--- src/design/quaternary_heap_timer_queue_core_macros.svh ---
// Assertion macros for the timer queue core.
// Used by the top level; expects i_clk and i_rst_n in scope.
`ifndef QUATERNARY_HEAP_TIMER_QUEUE_CORE_MACROS_SVH
`define QUATERNARY_HEAP_TIMER_QUEUE_CORE_MACROS_SVH
// same-cycle implication
`define QHTQ_ASSERT_NOW(lbl, ante, cons, msg) \
    lbl: assert property (@(posedge i_clk) disable iff (!i_rst_n) (ante) |-> (cons)) \
        else $error(msg);
// next-cycle implication
`define QHTQ_ASSERT_NEXT(lbl, ante, cons, msg) \
    lbl: assert property (@(posedge i_clk) disable iff (!i_rst_n) (ante) |=> (cons)) \
        else $error(msg);
`endif

--- src/design/qhtq_pkg.sv ---
// Shared types, codes and defaults of the four-ary heap timer queue.
// No dependencies.
package qhtq_pkg;
    localparam int QHTQ_CAPACITY = 64;
    localparam int QHTQ_ID_BITS  = 16;

    localparam logic [1:0] K_START  = 2'd0;
    localparam logic [1:0] K_CANCEL = 2'd1;
    localparam logic [1:0] K_TICK   = 2'd2;

    // datapath micro-operations
    localparam logic [3:0] U_NOP    = 4'd0;
    localparam logic [3:0] U_CAP    = 4'd1;
    localparam logic [3:0] U_INS    = 4'd2;
    localparam logic [3:0] U_UP_RD  = 4'd3;
    localparam logic [3:0] U_UP_MV  = 4'd4;
    localparam logic [3:0] U_PUT    = 4'd5;
    localparam logic [3:0] U_DN_RD0 = 4'd6;
    localparam logic [3:0] U_DN_RD1 = 4'd7;
    localparam logic [3:0] U_DN_MV  = 4'd8;
    localparam logic [3:0] U_SC_RD  = 4'd9;
    localparam logic [3:0] U_SC_NX  = 4'd10;
    localparam logic [3:0] U_SC_H0  = 4'd11;
    localparam logic [3:0] U_SC_H1  = 4'd12;
    localparam logic [3:0] U_RM_RD  = 4'd13;
    localparam logic [3:0] U_RM_LD  = 4'd14;
    localparam logic [3:0] U_TK_POP = 4'd15;

    // result codes
    localparam logic [2:0] E_START_OK   = 3'd0;
    localparam logic [2:0] E_START_FULL = 3'd1;
    localparam logic [2:0] E_CAN_OK     = 3'd2;
    localparam logic [2:0] E_CAN_NO     = 3'd3;
    localparam logic [2:0] E_TK_MID     = 3'd4;
    localparam logic [2:0] E_TK_LAST    = 3'd5;
    localparam logic [2:0] E_TK_NONE    = 3'd6;

    typedef struct packed {
        logic [1:0]  func;
        logic [31:0] delay_ms;
        logic [62:0] now;
        logic [15:0] cancel_id;
    } t_in;

    typedef struct packed {
        logic [1:0]  kind;
        logic [15:0] tmr_id;
        logic        ok;
        logic        fired;
        logic        last;
    } t_out;

    typedef struct packed {
        logic [63:0] dl;
        logic [15:0] id;
    } t_entry;

    typedef struct packed {
        logic [3:0] uop;
        logic       tk_rd;
        logic       emit;
        logic [2:0] ecode;
    } t_cmd;

    typedef struct packed {
        logic [1:0] op;
        logic       full;
        logic       n_zero;
        logic       up_root;
        logic       up_stop;
        logic       moved;
        logic       dn_leaf;
        logic       dn_stop;
        logic       sc_end;
        logic       sc_hit0;
        logic       sc_hit1;
        logic       rm_last;
        logic       due;
        logic       pend_v;
        logic       out_free;
    } t_stat;
endpackage

--- src/design/qhtq_ctrl.sv ---
// Sequencer of the timer queue: steps the datapath through each operation.
// Depends on qhtq_pkg.
module qhtq_ctrl import qhtq_pkg::*; (
    input  logic  i_clk,
    input  logic  i_rst_n,
    input  logic  i_in_valid,
    output logic  o_in_stall,
    input  t_stat i_stat,
    output t_cmd  o_cmd
);
    localparam logic [3:0] S_IDLE  = 4'd0;
    localparam logic [3:0] S_DISP  = 4'd1;
    localparam logic [3:0] S_UP    = 4'd2;
    localparam logic [3:0] S_UP_CK = 4'd3;
    localparam logic [3:0] S_UPFIN = 4'd4;
    localparam logic [3:0] S_DN    = 4'd5;
    localparam logic [3:0] S_DN1   = 4'd6;
    localparam logic [3:0] S_DN_CK = 4'd7;
    localparam logic [3:0] S_DONE  = 4'd8;
    localparam logic [3:0] S_SC_RD = 4'd9;
    localparam logic [3:0] S_SC_CK = 4'd10;
    localparam logic [3:0] S_RM    = 4'd11;
    localparam logic [3:0] S_RM_LD = 4'd12;
    localparam logic [3:0] S_TK_RD = 4'd13;
    localparam logic [3:0] S_TK_CK = 4'd14;
    localparam logic [3:0] S_EMIT  = 4'd15;

    logic [3:0] r_state, n_state;
    logic [2:0] r_ecode, n_ecode;
    logic       r_rem, n_rem;

    assign o_in_stall = (r_state != S_IDLE);

    always_comb begin
        n_state = r_state;
        n_ecode = r_ecode;
        n_rem   = r_rem;
        o_cmd   = '0;
        case (r_state)
            S_IDLE: begin
                if (i_in_valid) begin
                    o_cmd.uop = U_CAP;
                    n_rem     = 1'b0;
                    n_state   = S_DISP;
                end
            end
            S_DISP: begin
                case (i_stat.op)
                    K_START: begin
                        if (i_stat.full) begin
                            n_ecode = E_START_FULL;
                            n_state = S_EMIT;
                        end else begin
                            o_cmd.uop = U_INS;
                            n_state   = S_UP;
                        end
                    end
                    K_CANCEL: n_state = S_SC_RD;
                    K_TICK:   n_state = S_TK_RD;
                    default:  n_state = S_IDLE;
                endcase
            end
            S_UP: begin
                if (i_stat.up_root) begin
                    n_state = S_UPFIN;
                end else begin
                    o_cmd.uop = U_UP_RD;
                    n_state   = S_UP_CK;
                end
            end
            S_UP_CK: begin
                if (i_stat.up_stop) begin
                    n_state = S_UPFIN;
                end else begin
                    o_cmd.uop = U_UP_MV;
                    n_state   = S_UP;
                end
            end
            S_UPFIN: begin
                // an entry that climbed cannot sink
                if (r_rem && !i_stat.moved) begin
                    n_state = S_DN;
                end else begin
                    o_cmd.uop = U_PUT;
                    n_state   = S_DONE;
                end
            end
            S_DN: begin
                if (i_stat.dn_leaf) begin
                    o_cmd.uop = U_PUT;
                    n_state   = S_DONE;
                end else begin
                    o_cmd.uop = U_DN_RD0;
                    n_state   = S_DN1;
                end
            end
            S_DN1: begin
                o_cmd.uop = U_DN_RD1;
                n_state   = S_DN_CK;
            end
            S_DN_CK: begin
                if (i_stat.dn_stop) begin
                    o_cmd.uop = U_PUT;
                    n_state   = S_DONE;
                end else begin
                    o_cmd.uop = U_DN_MV;
                    n_state   = S_DN;
                end
            end
            S_DONE: begin
                case (i_stat.op)
                    K_START: begin
                        n_ecode = E_START_OK;
                        n_state = S_EMIT;
                    end
                    K_CANCEL: begin
                        n_ecode = E_CAN_OK;
                        n_state = S_EMIT;
                    end
                    default: n_state = S_TK_RD;
                endcase
            end
            S_SC_RD: begin
                if (i_stat.sc_end) begin
                    n_ecode = E_CAN_NO;
                    n_state = S_EMIT;
                end else begin
                    o_cmd.uop = U_SC_RD;
                    n_state   = S_SC_CK;
                end
            end
            S_SC_CK: begin
                if (i_stat.sc_hit0) begin
                    o_cmd.uop = U_SC_H0;
                    n_state   = S_RM;
                end else if (i_stat.sc_hit1) begin
                    o_cmd.uop = U_SC_H1;
                    n_state   = S_RM;
                end else begin
                    o_cmd.uop = U_SC_NX;
                    n_state   = S_SC_RD;
                end
            end
            S_RM: begin
                o_cmd.uop = U_RM_RD;
                n_state   = i_stat.rm_last ? S_DONE : S_RM_LD;
            end
            S_RM_LD: begin
                o_cmd.uop = U_RM_LD;
                n_rem     = 1'b1;
                n_state   = S_UP;
            end
            S_TK_RD: begin
                if (i_stat.n_zero) begin
                    n_ecode = i_stat.pend_v ? E_TK_LAST : E_TK_NONE;
                    n_state = S_EMIT;
                end else begin
                    o_cmd.tk_rd = 1'b1;
                    n_state     = S_TK_CK;
                end
            end
            S_TK_CK: begin
                if (!i_stat.due) begin
                    n_ecode = i_stat.pend_v ? E_TK_LAST : E_TK_NONE;
                    n_state = S_EMIT;
                end else if (!i_stat.pend_v || i_stat.out_free) begin
                    // release the previous fired item, hold the new one
                    o_cmd.emit  = i_stat.pend_v;
                    o_cmd.ecode = E_TK_MID;
                    o_cmd.uop   = U_TK_POP;
                    n_state     = S_RM;
                end
            end
            S_EMIT: begin
                if (i_stat.out_free) begin
                    o_cmd.emit  = 1'b1;
                    o_cmd.ecode = r_ecode;
                    n_state     = S_IDLE;
                end
            end
            default: n_state = S_IDLE;
        endcase
    end

    always_ff @(posedge i_clk) begin
        if (!i_rst_n) begin
            r_state <= S_IDLE;
            r_ecode <= E_START_OK;
            r_rem   <= 1'b0;
        end else begin
            r_state <= n_state;
            r_ecode <= n_ecode;
            r_rem   <= n_rem;
        end
    end
endmodule

--- config.mk ---
export PLATFORM = sky130hd
export DESIGN_NAME = qhtq_ctrl
export DESIGN_NICKNAME = d
export VERILOG_FILES = /design/src/design/quaternary_heap_timer_queue_core_macros.svh /design/src/design/qhtq_pkg.sv /design/src/design/qhtq_ctrl.sv
export SDC_FILE = /design/constraint.sdc
export NUM_CORES = 1
export LEC_CHECK = 0
export ABC_AREA = 1
export BUFFER_PORTS_ARGS = -buffer_cell sky130_fd_sc_hd__buf_4
export CAP_MARGIN = 20
export CORE_ASPECT_RATIO = 1.1
export CORE_MARGIN = 2
export CORE_UTILIZATION = 35
export CTS_BUF_LIST = sky130_fd_sc_hd__clkbuf_16
export CTS_CLUSTER_SIZE = 24
export DETAILED_ROUTE_END_ITERATION = 10
export PLACE_DENSITY = 0.61
export SYNTH_ARGS = -nofsm -noshare
export SYNTH_HDL_FRONTEND = slang
export SYNTH_SLANG_ARGS = --single-unit
--- constraint.sdc ---
create_clock -name i_clk -period 1.5 [get_ports i_clk]
set_clock_uncertainty 0.1 [all_clocks]
set_input_delay 0.225 -clock i_clk [delete_from_list [all_inputs] [get_ports i_clk]]
set_output_delay 0.225 -clock i_clk [all_outputs]
set_load 0.01 [all_outputs]
==> run_results.csv, run 1 <==
group,metric,value,unit
sta,drv_slew,0,
floorplanning,rows,20,
job,cap_violations,0,
yosys,synth_top_family_by_area,"simple AND/OR/NAND/NOR gates",
yosys,synth_compound_area_share,10.7,%
floorplanning,ios,29,
drt,via_per_inst,5.08,
yosys,synthAdderAreaFrac,3.86,%
power,peakVddDrop,1430,uV
sta,setup_viol,16,
yosys,netlist_area,973,um2
setup_path,cp.required,1.17,ns
clock_network,root_buffer,"clkbuf_16",
clock_network,clk_pin_slew,0.04,ns
clock_network,cts_num_sinks,8,
global_routing,grt_usage,24.2,%
run_status,violations,"setup timing",
yosys,ys_seq_elements,8,
global_routing,antenna_found_initial,0,
sta,fmax,0.542,GHz
clock_network,cts_buffer_depth,2,
cells_and_area,area_delta_synth_final,100,%
drt,drc,0,
yosys,yosysTopAreaCell,"nand2_1",
yosys,ys_types,17,
placement,portBuffers,28,
yosys,synth_area_per_cell,5.07,um2
floorplanning,dieWidth,54.3,um
global_routing,first_global_vias,1277,
sta,min_period_over_period,123,%
yosys,syn-num-nets,214,
placement,place_ws,-0.193,ns
cells_and_area,layout_commonest_cell,"buf_4",
worst_hold_path,min_path_type,"input pin to flop",
yosys,synth.area.top_cells,"nand2_1, dfxtp_1, inv_1, nor2_1, nand3_1",
yosys,synthXorXnorAreaFrac,0,%
yosys,yosys.area_share.simple,55.1,%
yosys,syn_inst,192,
cells_and_area,drive_gt1_share,53.8,%
floorplanning,initial_core_util,36.0,%
sta,hold_violations,0,
drt,drtIter0Drc,69,
cells_and_area,layout_common_cells,"buf_4, nand2_1, inv_1, nor2_1, nand2_2",
yosys,synth_warnings,0,
cells_and_area,final_nets,290,
setup_path,path_max_fanout,5,
run_status,status,"finished with violations",
clock_network,clk_latency,0.23,ns
clock_network,cts_buffers,3,
setup_path,worstSetupPathType,"flop to primary output",
setup_path,endpoint_kind,"primary output",
sta,rsz0062_at_grt,"true",
clock_network,h-tree-depth,1,
placement,hpwl,2790,um
power,power.leakage,1.05,nW
cells_and_area,fillCellCount,192,
floorplanning,dieArea,3220,um2
floorplanning,chipHeight,59.3,um
placement,place_area,1470,um2
yosys,seq_area_frac_synth,16.5,%
power,p_per_area,1630,nW/um2
cells_and_area,n_antenna_cell,0,
yosys,synth_mux_area_share,0,%
placement,dp.cells,286,
setup_path,cp-start-kind,"flop",
drt,antenna_left,0,
drt,detail_route.wirelength,4330,um
sta,timing.final.ws_setup,-0.345,ns
global_routing,grt_max_degree,7,
sta,worst_slew_pin_slew,0.390,ns
floorplanning,coreArea,2700,um2
setup_path,arrival,1.52,ns
yosys,synth_top_area_share,21.6,%
sta,period_minus_slack,1.84,ns
sta,finalSetupTns,-2.81,ns
clock_network,tritoncts,"yes",
drt,drt-pass1-iter-count,5,
cells_and_area,instances_no_fill,299,
sta,slew_headroom,73.8,%
placement,place.gp.congestion,0.902,
drt,wl_per_cell,14.5,um
global_routing,grt_pass1_wl,5660,um
global_routing,overflow,0,
cells_and_area,design_area,1950,um2
drt,num_vias,1520,
==> flip-flops by register name, indices dropped and copies added (netlist names) <==
signal and flops:
r_state 4, r_rem 1, r_ecode 3
==> power breakdown <==
| group | internal [mW] | switching, mW |
|---|---|---|
| Clock | 0.343 | 0.103 |
| Combinational | 1.09 | 1.26 |
| Sequential | 0.295 | 0.0863 |
==> worst paths after layout <==
| path | to | cells past startpoint | slack, ns | start |
|---|---|---|---|---|
| setup reg to reg | r_ecode[1] | 12 | -0.11 | r_state[3] |
| setup / recovery | o_cmd[5] | 7 | -0.34 | r_state[0] |
| hold / removal | r_ecode[1] | 3 | 0.14 | i_rst_n |
| hold reg to reg | r_ecode[2] | 2 | 0.39 | r_ecode[2] |
==> repair_timing <==
action	in CTS	in global routing
buffers inserted	8	6
pin swaps	10	23
gates cloned	0	0
hold buffers	0	0
gates resized for setup	36	62
setup endpoints to repair	15	17
endpoints found under the hold margin	0	0
==> Yosys cell counts <==
master and number:
a21oi_1 9, a31o_2 1, and3_1 1, dfxtp_1 8
ha_1 3, inv_1 36, nand2_1 56, nand3_1 23
nand3b_1 1, nand4_1 4, nor2_1 35, nor2_2 3
nor3_1 3, nor3b_1 1, o2111ai_1 2, o211ai_1 1
o21ai_0 5
==> critical path, stage by stage (launching register included) <==
cell and delay, ns:
dfxtp_4 0.39, inv_4 0.05, buf_4 0.15, nor2_4 0.14, nand3_2 0.14, nor3b_2 0.19, nand4_1 0.10, buf_4 0.13
==> stage by stage <==
step	hold slack [ns]	utilization [%]	power, mW
after detailed placement	0.379	54.5	1.93
final	0.141	72.1	3.18
after floorplan	0.245	-	1.16
after global routing	0.162	72.1	3.38
after CTS	0.146	62.6	2.62
after global placement	0.378	54.5	1.93
==> metal layers <==
layer	wire length (um)	track usage (%)	vias to the layer above	part of all wire (%)
li1	-	-	759	-
met4	158	9.64	0	3.6
met2	2060	38.0	68	48
met1	1860	31.8	671	43
met3	249	4.80	22	5.7
met5	0	0	-	0
==> cell families after synthesis <==
kind of cell,Yosys count
DFF,8
AOI/OAI and AO/OA,18
buffers and inverters,36
and+or+nand+nor,127
adders and majority gates,3
==> final cells by class <==
type	instances	area [um2]	share of cell area, %
multi-input combinational	148	952	48.8
timing repair buffer	71	571	29.3
sequential	8	170	8.73
inverter	36	140	7.19
clock buffer	3	75.1	3.85
tap	33	41.3	2.12
No activity file was read; power rests on OpenSTA's default activity.
==> run 2, diff against run 1 <==
--- a/config.mk
+++ b/config.mk
@@ -10,11 +10,11 @@
 export CAP_MARGIN = 20
 export CORE_ASPECT_RATIO = 1.1
 export CORE_MARGIN = 2
-export CORE_UTILIZATION = 35
-export CTS_BUF_LIST = sky130_fd_sc_hd__clkbuf_16
+export CORE_UTILIZATION = 29
+export CTS_BUF_LIST = sky130_fd_sc_hd__clkbuf_2
 export CTS_CLUSTER_SIZE = 24
 export DETAILED_ROUTE_END_ITERATION = 10
-export PLACE_DENSITY = 0.61
+export PLACE_DENSITY = 0.53
 export SYNTH_ARGS = -nofsm -noshare
 export SYNTH_HDL_FRONTEND = slang
 export SYNTH_SLANG_ARGS = --single-unit
==> run_results.csv, run 2 (synthesized netlist as in run 1, its figures left out) <==
group,metric,value,unit
run_status,status,"finished with violations",
run_status,violations,"setup timing",
setup_path,cp.required,1.17,ns
cells_and_area,reg_top3,"r_state (4), r_ecode (3), r_rem (1)",
setup_path,rr_worst_depth,10,
clock_network,clk_pin_slew,0.08,ns
cells_and_area,drive_gt1_share,49.6,%
floorplanning,chipHeight,64.8,um
sta,worst_slew_pin_slew,0.307,ns
floorplanning,ios,29,
placement,place_ws,-0.121,ns
placement,hpwl,3060,um
drt,detail_route.wirelength,4060,um
worst_hold_path,hold_depth,3,
setup_path,cp-start-kind,"flop",
sta,fmax,0.542,GHz
clock_network,cts_buffer_depth,2,
setup_path,reg2reg_to,"r_state[2]",
clock_network,h-tree-depth,1,
clock_network,clk_latency,0.23,ns
drt,drt-pass1-iter-count,4,
drt,drtIter0Drc,70,
global_routing,first_global_vias,1461,
cells_and_area,n_antenna_cell,0,
global_routing,overflow,0,
worst_hold_path,min_path_type,"input pin to flop",
sta,timing.final.ws_setup,-0.343,ns
power,power.leakage,1.05,nW
sta,slew_headroom,79.4,%
clock_network,root_buffer,"clkbuf_2",
drt,num_vias,1476,
sta,min_period_over_period,123,%
cells_and_area,top_register,"r_state",
sta,hold_violations,0,
power,peakVddDrop,687,uV
cells_and_area,layout_common_cells,"buf_4, nand2_1, inv_1, nor2_1, buf_6",
setup_path,endpoint_kind,"primary output",
setup_path,arrival,1.52,ns
drt,antenna_left,0,
drt,wl_per_cell,13.2,um
floorplanning,initial_core_util,29.7,%
setup_path,r2r_start,"r_state[1]",
sta,rsz0062_at_grt,"true",
clock_network,tritoncts,"yes",
power,p_per_area,1460,nW/um2
sta,drv_slew,0,
cells_and_area,final_nets,296,
worst_hold_path,hp-start,"i_rst_n",
global_routing,grt_usage,21.5,%
global_routing,antenna_found_initial,0,
floorplanning,dieWidth,59.2,um
placement,place.gp.congestion,0.960,
floorplanning,rows,22,
floorplanning,coreArea,3280,um2
placement,portBuffers,28,
cells_and_area,final_util,57.8,%
global_routing,grt_max_degree,7,
sta,setup_viol,16,
cells_and_area,area_delta_synth_final,94.6,%
drt,drc,0,
clock_network,cts_buffers,3,
sta,period_minus_slack,1.84,ns
cells_and_area,largest_reg_flops,4,
setup_path,path_max_fanout,5,
global_routing,grt_pass1_wl,6390,um
cells_and_area,layout_commonest_cell,"buf_4",
floorplanning,dieArea,3840,um2
job,cap_violations,0,
cells_and_area,fillCellCount,319,
clock_network,cts_num_sinks,8,
setup_path,r2r_slack,-0.08,ns
drt,via_per_inst,4.79,
worst_hold_path,hold-path-endpoint,"r_ecode[1]",
setup_path,worstSetupPathType,"flop to primary output",
==> run 2: cell types whose count changed in the layout (fill, tap and decap cells not counted), sizes merged <==
cell / change
buf: +6
==> run 2: layout make-up <==
class	instances	area, um2	share of cell area, %
clock buffer	3	15.0	0.793
inverter	36	140	7.40
multi-input combinational	148	885	46.7
sequential	8	168	8.85
tap	36	45.0	2.38
timing repair buffer	77	642	33.9
==> run 2: critical path, stage by stage (launching register included) <==
cell and delay (ns):
dfxtp_2 0.35, buf_6 0.13, nor2_4 0.19, nand2_2 0.08
nor2_1 0.12, inv_1 0.07, nand2_1 0.07, nor3b_2 0.05
nand4_1 0.10, buf_4 0.13
==> run 2: where the power goes <==
part	leakage, nW	internal, mW	total (mW)	switching [mW]
Combinational	0.966	1.12	2.31	1.19
Clock	0.0125	0.0546	0.125	0.0703
Sequential	0.0673	0.287	0.335	0.0473
Total	1.05	1.46	2.77	1.31
==> run 2: per-layer routing <==
metal	up-vias	wire length [um]	track usage, %
met2	39	1980	35.0
met3	10	145	0.798
li1	769	-	-
met5	-	0	0
met1	658	1800	28.2
met4	0	130	11.4
==> run 2: how the worst max path moves through the flow <==
stage                     to  depth (start not counted)        from  slack [ns]
finish              o_cmd[5]                          9  r_state[3]       -0.34
global route        o_cmd[5]                          9  r_state[1]       -0.43
CTS                 o_cmd[7]                         10  r_state[2]       -0.29
detailed placement  o_cmd[5]                          8  r_state[0]       -0.12
global placement    o_cmd[5]                          7  r_state[0]       -0.12
floorplan           o_cmd[5]                          7  r_state[0]        0.02
==> run 2: what timing repair did <==
| item | CTS | global route |
|---|---|---|
| setup endpoints to repair | 17 | 17 |
| pin swaps | 21 | 10 |
| gates cloned | 0 | 0 |
| hold endpoints to repair | 0 | 0 |
| hold buffers | 0 | 0 |
| gates resized for setup | 67 | 19 |
| buffers inserted | 14 | 2 |
==> run 2: metrics by stage <==
stage	hold WS (ns)	power (mW)	cell area (um2)	setup TNS [ns]	std cells
detailed placement	0.369	1.97	1540	-0.916	297
CTS	0.132	2.55	1810	-2.29	306
floorplan	0.245	1.16	973	0	192
global placement	0.365	1.99	1540	-1.05	297
finish	0.143	2.77	1890	-2.91	308
global route	0.133	2.99	1890	-4.50	308
==> run 3, diff against run 2 <==
--- a/config.mk
+++ b/config.mk
@@ -9,12 +9,11 @@
 export BUFFER_PORTS_ARGS = -buffer_cell sky130_fd_sc_hd__buf_4
 export CAP_MARGIN = 20
 export CORE_ASPECT_RATIO = 1.1
-export CORE_MARGIN = 2
-export CORE_UTILIZATION = 29
+export CORE_UTILIZATION = 53
 export CTS_BUF_LIST = sky130_fd_sc_hd__clkbuf_2
 export CTS_CLUSTER_SIZE = 24
 export DETAILED_ROUTE_END_ITERATION = 10
-export PLACE_DENSITY = 0.53
+export PLACE_DENSITY = 0.85
 export SYNTH_ARGS = -nofsm -noshare
 export SYNTH_HDL_FRONTEND = slang
 export SYNTH_SLANG_ARGS = --single-unit
==> run_results.csv, run 3 <==
group,metric,value,unit
clock_network,root_buffer,"clkbuf_2",
run_status,status,"aborted with a tool error",
clock_network,h-tree-depth,1,
yosys,yosysTopAreaCell,"nand2_1",
yosys,syn-num-nets,214,
yosys,synth_top_area_share,21.6,%
yosys,synth.area.top_cells,"nand2_1, dfxtp_1, inv_1, nor2_1, nand3_1",
clock_network,cts_hold_buffers,0,
yosys,synth-edff-count,0,
placement,place.gp.congestion,0.986,
run_status,stop_stage,"4_1_cts",
yosys,synth_area_per_cell,5.07,um2
clock_network,cts_buffer_depth,2,
run_status,stop_error,"[ERROR DPL-0033] detailed placement checks failed during check placement.",
clock_network,cts_resized,47,
yosys,synth_flop_cell,"dfxtp_1",
yosys,ys_async_sr_fraction,0,%
placement,portBuffers,28,
clock_network,post-cts-setup-buffers,9,
floorplanning,chipHeight,46.9,um
yosys,ys_top_cells_by_count,"nand2_1, inv_1, nor2_1",
placement,hpwl,2700,um
floorplanning,initial_core_util,58.9,%
yosys,ys_types,17,
floorplanning,ios,29,
yosys,syn_inst,192,
yosys,synth_warnings,0,
placement,place_ws,-0.235,ns
yosys,ys_seq_elements,8,
floorplanning,dieWidth,42.9,um
floorplanning,rows,15,
clock_network,cts_buffers,3,
yosys,yosysMostFrequentCell,"nand2_1",
yosys,netlist_area,973,um2
clock_network,cts_num_sinks,8,
yosys,seq_area_frac_synth,16.5,%
## run 3: logic make-up after synthesis
family          count (synthesis)  synth area share, %
fa+ha+maj                       3                 3.86
flops                           8                 16.5
buf+inv                        36                 13.9
simple gates                  127                 55.1
compound gates                 18                 10.7
## run 3: through the flow
step	util [%]	cell area (um2)	std cells
after floorplan	-	973	192
after global placement	85.2	1410	264
after detailed placement	85.2	1410	264
==> run 4, diff against run 3 <==
--- a/config.mk
+++ b/config.mk
@@ -8,12 +8,10 @@
 export ABC_AREA = 1
 export BUFFER_PORTS_ARGS = -buffer_cell sky130_fd_sc_hd__buf_4
 export CAP_MARGIN = 20
-export CORE_ASPECT_RATIO = 1.1
-export CORE_UTILIZATION = 53
-export CTS_BUF_LIST = sky130_fd_sc_hd__clkbuf_2
-export CTS_CLUSTER_SIZE = 24
+export CORE_AREA = 2 2 63 65
 export DETAILED_ROUTE_END_ITERATION = 10
-export PLACE_DENSITY = 0.85
+export DIE_AREA = 0 0 65 67
+export PLACE_DENSITY_LB_ADDON = 0.15
 export SYNTH_ARGS = -nofsm -noshare
 export SYNTH_HDL_FRONTEND = slang
 export SYNTH_SLANG_ARGS = --single-unit
==> run_results.csv, run 4 (synthesized netlist as in run 1, its figures left out) <==
group,metric,value,unit
run_status,status,"finished with violations",
run_status,violations,"setup timing",
job,cap_violations,0,
power,peakVddDrop,678,uV
clock_network,tritoncts,"yes",
sta,finalSetupTns,-2.97,ns
placement,portBuffers,28,
sta,rsz0062_at_grt,"true",
global_routing,first_global_vias,1367,
cells_and_area,area_delta_synth_final,109,%
setup_path,r2r_slack,-0.14,ns
cells_and_area,fillCellCount,382,
sta,timing.final.ws_setup,-0.294,ns
floorplanning,dieArea,4360,um2
cells_and_area,drive_gt1_share,57.1,%
placement,place_ws,-0.216,ns
floorplanning,initial_core_util,27.0,%
placement,place.gp.congestion,0.943,
sta,worst_slew_pin_slew,0.250,ns
floorplanning,coreArea,3610,um2
cells_and_area,n_antenna_cell,0,
drt,wl_per_cell,11.7,um
drt,via_per_inst,4.53,
drt,num_vias,1464,
sta,hold_violations,0,
placement,hpwl,2900,um
drt,drt-pass1-iter-count,4,
global_routing,grt_max_degree,7,
setup_path,cp-start-kind,"flop",
setup_path,rr_worst_depth,12,
sta,setup_viol,16,
global_routing,grt_pass1_wl,6120,um
sta,period_minus_slack,1.79,ns
setup_path,path_max_fanout,5,
worst_hold_path,hold-path-endpoint,"r_ecode[1]",
cells_and_area,multi_input_area,967,um2
clock_network,clk_latency,0.23,ns
power,total_power,3.02,mW
clock_network,cts_buffer_depth,2,
worst_hold_path,min_path_type,"input pin to flop",
placement,place_area,1570,um2
cells_and_area,layout_commonest_cell,"buf_4",
sta,drv_slew,0,
clock_network,clk_pin_slew,0.04,ns
power,power.leakage,1.11,nW
worst_hold_path,hold_depth,3,
cells_and_area,design_area,2040,um2
setup_path,r2r_start,"r_state[2]",
setup_path,worstSetupPathType,"flop to primary output",
power,p_per_area,1480,nW/um2
clock_network,h-tree-depth,1,
global_routing,antenna_found_initial,0,
cells_and_area,layout_common_cells,"buf_4, nand2_1, inv_1, nor2_1, buf_6",
cells_and_area,top_register,"r_state",
drt,detail_route.wirelength,3770,um
drt,drtIter0Drc,34,
setup_path,reg2reg_to,"r_ecode[0]",
setup_path,arrival,1.47,ns
setup_path,endpoint_kind,"primary output",
global_routing,grt_usage,18.4,%
global_routing,overflow,0,
cells_and_area,largest_reg_flops,4,
cells_and_area,final_nets,299,
cells_and_area,reg_top3,"r_state (4), r_ecode (3), r_rem (1)",
worst_hold_path,hp-start,"i_rst_n",
floorplanning,dieWidth,65,um
cells_and_area,regArea,170,um2
clock_network,cts_hold_buffers,0,
floorplanning,rows,22,
clock_network,cts_num_sinks,8,
setup_path,cp.required,1.17,ns
clock_network,cts_buffers,3,
sta,min_period_over_period,120,%
sta,slew_headroom,83.3,%
floorplanning,ios,29,
cells_and_area,final_util,56.5,%
clock_network,root_buffer,"clkbuf_8",
drt,drc,0,
drt,antenna_left,0,
floorplanning,chipHeight,67,um
sta,fmax,0.558,GHz
[run 4: layer usage]
metal  track usage, %  vias up  routed length [um]
met2             32.0       38                1810
li1                 -      776                   -
met4             1.60        0                  29
met3             3.55        4                 233
met1             24.2      646                1700
met5                0        -                   0
[run 4: critical path: stages (launching register included)]
cell,delay (ns)
dfxtp_4,0.37
inv_2,0.08
nand2_2,0.07
nor2_4,0.09
nand2_2,0.08
a21oi_4,0.23
buf_6,0.13
a31o_2,0.09
buf_4,0.11
[run 4: layout make-up]
cell class,instances,share of cell area (%)
Multi-Input combinational cell,148,47.5
Inverter,36,7.00
Sequential cell,8,8.35
Clock buffer,3,2.03
Tap cell,48,2.95
Timing Repair Buffer,80,32.2
[run 4: per-stage QoR]
| step | hold WS, ns | cells |
|---|---|---|
| detailed placement | 0.360 | 312 |
| CTS | 0.151 | 319 |
| global placement | 0.356 | 312 |
| global route | 0.163 | 323 |
| floorplan | 0.245 | 192 |
| finish | 0.153 | 323 |
[run 4: how the worst max path moves through the flow]
stage	from	to	slack (ns)
6_report	r_state[0]	o_cmd[2]	-0.29
5_1_grt	r_state[3]	o_cmd[5]	-0.40
4_1_cts	r_state[3]	o_cmd[5]	-0.31
3_5_place_dp	r_state[0]	o_cmd[6]	-0.22
3_3_place_gp	r_state[3]	o_cmd[5]	-0.21
2_1_floorplan	r_state[0]	o_cmd[5]	0.02
[run 4: power by group]
group | switching (mW) | leakage (nW) | internal, mW
combinational | 1.21 | 1.02 | 1.18
sequential | 0.0813 | 0.0676 | 0.294
clock | 0.0803 | 0.0216 | 0.173
total | 1.37 | 1.11 | 1.65
[run 4: what timing repair did]
action | 4_1_cts | 5_1_grt
pin swaps | 6 | 32
setup buffers | 4 | 8
resized for setup | 45 | 70
setup endpoints to repair | 17 | 18
